**src/hdl/gnms_pkg.sv**
```systemverilog
// Shared types, codes and constants for the graph non-maximum suppression unit.
package gnms_pkg;

    localparam int MAX_VALUES_DEF     = 64;
    localparam int MAX_NEIGHBOURS_DEF = 8;

    localparam int SCORE_W    = 32;
    localparam int POS_W      = 6;
    localparam int CNT_W      = 4;
    localparam int VCNT_W     = 7;
    localparam int RATIO_W    = 16;
    localparam int ACT_W      = 2;
    localparam int FRAC_SHIFT = 15;
    localparam int CMP_W      = SCORE_W + RATIO_W + 1;

    localparam logic [RATIO_W-1:0] RATIO_RESET = 16'd16384;

    typedef enum logic [ACT_W-1:0] {
        ACT_VALUE     = 2'd0,
        ACT_NEIGHBOUR = 2'd1,
        ACT_RUN       = 2'd2
    } action_t;

    typedef struct packed {
        logic score_we;
        logic cnt_we;
        logic nb_we;
        logic drop_we;
    } mem_wr_t;

endpackage

```
**src/hdl/gnms_cmp.sv**
```systemverilog
// Shared signed magnitude comparator used by the maximum and neighbour passes of a run.
module gnms_cmp
    import gnms_pkg::*;
(
    input  logic signed [CMP_W-1:0] op_a,
    input  logic signed [CMP_W-1:0] op_b,
    output logic                    lt
);

    assign lt = (op_a < op_b);

endmodule

```
**config.mk**
```make
export PLATFORM = sky130hd
export DESIGN_NAME = gnms_cmp
export DESIGN_NICKNAME = d
export VERILOG_FILES = /design/src/hdl/gnms_pkg.sv /design/src/hdl/gnms_cmp.sv
export SDC_FILE = /design/constraint.sdc
export NUM_CORES = 1
export LEC_CHECK = 0
export BUFFER_PORTS_ARGS = -buffer_cell sky130_fd_sc_hd__buf_2
export CAP_MARGIN = 15
export CORE_MARGIN = 2
export CORE_UTILIZATION = 35
export DETAILED_ROUTE_END_ITERATION = 16
export PLACE_DENSITY = 0.83
export SLEW_MARGIN = 40
export SYNTH_ARGS = -nofsm -noshare
export SYNTH_HDL_FRONTEND = slang
export SYNTH_SLANG_ARGS = --single-unit
```
**constraint.sdc**
```tcl
create_clock -name vclk -period 2.25
set_clock_uncertainty 0.05 [all_clocks]
set_input_delay 0.45 -clock vclk [all_inputs]
set_output_delay 0.45 -clock vclk [all_outputs]
set_load 0.02 [all_outputs]
```
==> results.py <==
metrics = {
    "cells_and_area": {
        "fillers": 298,
        "multi_input_comb_area_mm2": 0.001329,
        "nets": 436,
        "flops_and_latches": 0,
        "fin_cells": 334,
        "antenna_cells": 0,
        "layout_commonest_cell": "buf_2",
        "final_cell_mix": "buf_2 (94), inv_1 (39), ha_1 (33)",
        "syn_to_final_growth_pct": 74.85,
        "clock_buffers": 0,
        "layout-drive-gt1-share_pct": 51.39,
        "final-seq-area_um2": 0,
        "final_core_util_pct": 64.66,
    },
    "worst_setup_path": {
        "critPathTopFamily": "compound AO/OA/AOI/OAI gates",
        "cp_cell_sequence": "buf_2, ha_1, a21oi_2, o21ai_1, a221o_1, nor4_4, nor4_4, buf_4",
        "cp.arrival_ns": 2.02,
        "crit_path_frequent_cell": "nor4_4",
        "cp-end-kind": "output pin",
        "path_class": "primary input to output pin",
        "cp-start-kind": "primary input",
        "crit_required_ns": 1.75,
        "cpMaxStageDelayCell": "a221o_1",
        "crit_buf_inv": 2,
        "cpPeakStageDelay_ns": 0.37,
        "cp-startpoint": "op_a[34]",
        "cp_max_fo": 2,
    },
    "synth": {
        "seq_area_frac_synth_pct": 0,
        "syn_avg_cell_area_um2": 6.987,
        "syn_nets": 324,
        "synth_cell_types": 27,
        "syn_area_mm2": 0.001244,
        "ys_warn_count": 0,
        "syn_inst": 178,
    },
    "run_status": {
        "status": "complete, but fails checks",
        "violations": "setup timing",
    },
    "timing": {
        "setup_violations": 1,
        "setup_ws_ns": -0.2654,
        "finalCriticalPeriod_ns": 2.515,
        "finalMaxSlewViolations": 0,
        "rsz0062_at_grt": "true",
        "finalHoldViolations": 0,
        "worstMarginPinSlew_ns": 0.4535,
        "fmax_ghz": 0.3976,
        "period_share_pct": 111.8,
        "slew_headroom_pct": 69.54,
    },
    "global_routing": {
        "grt_usage_pct": 16.51,
        "grt_max_degree": 5,
        "antenna_found_initial": 0,
        "overflow": 0,
        "grt_pass1_wl_um": 5692,
        "grt_pass1_vias": 1446,
    },
    "drt": {
        "ant_nets": 0,
        "vias_per_cell": 4.713,
        "wl_um": 3586,
        "avgRoutedWirePerCell_um": 10.74,
        "remaining_drc_errors": 0,
        "drtIter0Drc": 34,
        "drt_first_pass_iters": 4,
        "vias": 1574,
    },
    "floorplan": {
        "fp-row-count": 21,
        "die_h_um": 63.61,
        "core_mm2": 0.003363,
        "die_width_um": 63.61,
        "dieArea_mm2": 0.004046,
        "pin_count": 99,
        "initial_utilization_pct": 36.98,
    },
    "placement": {
        "placedCellCount": 331,
        "port_buffers": 99,
        "place_congestion": 0.7156,
        "hpwl_um": 2928,
    },
    "power": {
        "peakVddDrop_mv": 0.09008,
        "power.density_mw_per_mm2": 176.9,
        "p_leak_nw": 1.220,
    },
    "worst_hold_path": {
        "hp-class": "primary input to output pin",
        "min-delay-start": "op_a[32]",
    },
    "run": {
        "maxCapViolations": 0,
    },
}
[where the power goes]
part / switching, W / leakage (nW) / internal (W)
registers: 0 / 0 / 0
logic: 0.000175 / 1.22 / 0.000210
clock network: 0 / 0 / 0
total: 0.000175 / 1.22 / 0.000210
[per-layer routing]
metal / vias to the layer above / global-route usage (%) / routed length [um]
met2: 59 / 33.16 / 1939
met1: 679 / 20.09 / 1449
met5: - / 0 / 0
li1: 836 / - / -
met4: 0 / 0.5435 / 0
met3: 0 / 0.5357 / 197
[cell usage after synthesis, drive strengths merged]
cell type / instances / area, um^2
a211oi: 2 / 15.01
a21oi: 20 / 100.1
nand2b: 1 / 6.260
o22ai: 1 / 6.260
o21ai: 10 / 50.04
o31a: 1 / 8.760
nand3: 3 / 15.01
nor4b: 1 / 8.760
nor4: 4 / 46.29
inv: 48 / 180.2
nand4: 7 / 50.05
and4: 1 / 8.760
a31oi: 1 / 6.260
a221o: 1 / 10.01
nor2b: 1 / 6.260
nor2: 5 / 18.77
a21o: 1 / 7.510
nor3: 3 / 15.01
nand2: 16 / 60.06
o21a: 1 / 7.510
a221oi: 1 / 8.760
o211ai: 1 / 7.510
ha: 48 / 600.6
[per-stage QoR]
step / cell area [um^2] / setup WS, ns / setup TNS, ns / hold slack (ns) / total power, W
after CTS: 2063 / -0.2551 / -0.2551 / 1.511 / 0.0003551
after global routing: 2175 / -0.3590 / -0.3590 / 1.556 / 0.0004359
final: 2175 / -0.2654 / -0.2654 / 1.503 / 0.0003846
after detailed placement: 1878 / -0.3589 / -0.3589 / 1.545 / 0.0003051
after global placement: 1878 / -0.3486 / -0.3486 / 1.510 / 0.0002959
after floorplan: 1265 / -0.1215 / -0.1215 / 1.268 / 0.0001693
[path summary, 6_finish.rpt]
kind	endpoint	depth (start not counted)	slack, ns
worst max-delay path	lt	8	-0.27
worst min-delay path	lt	6	1.50
[repair_timing]
action	CTS	global route
pin swaps	19	8
hold buffers	0	0
buffers inserted	2	1
resized for setup	25	18
endpoints found under the setup margin	1	1
[tightest hold or removal path: stages]
cell,delay [ns]
buf_2,0.08
ha_1,0.15
a221oi_2,0.04
a31oi_2,0.18
nor4_4,0.06
buf_4,0.15
[cell families (layout without fill, tap and decap cells)]
group / count (synthesis) / in the layout / share of synthesized area (%)
compound gates: 40 / 40 / 18.31
fa+ha+maj: 48 / 48 / 48.29
buf+inv: 48 / 158 / 14.49
simple gates: 42 / 42 / 18.91
[layout make-up]
cell class / count / area share [%]
multi-input cells: 130 / 61.10
repair buffers: 110 / 27.85
inverters: 48 / 8.400
well taps: 46 / 2.647
Power figures use the tool's default switching activity.
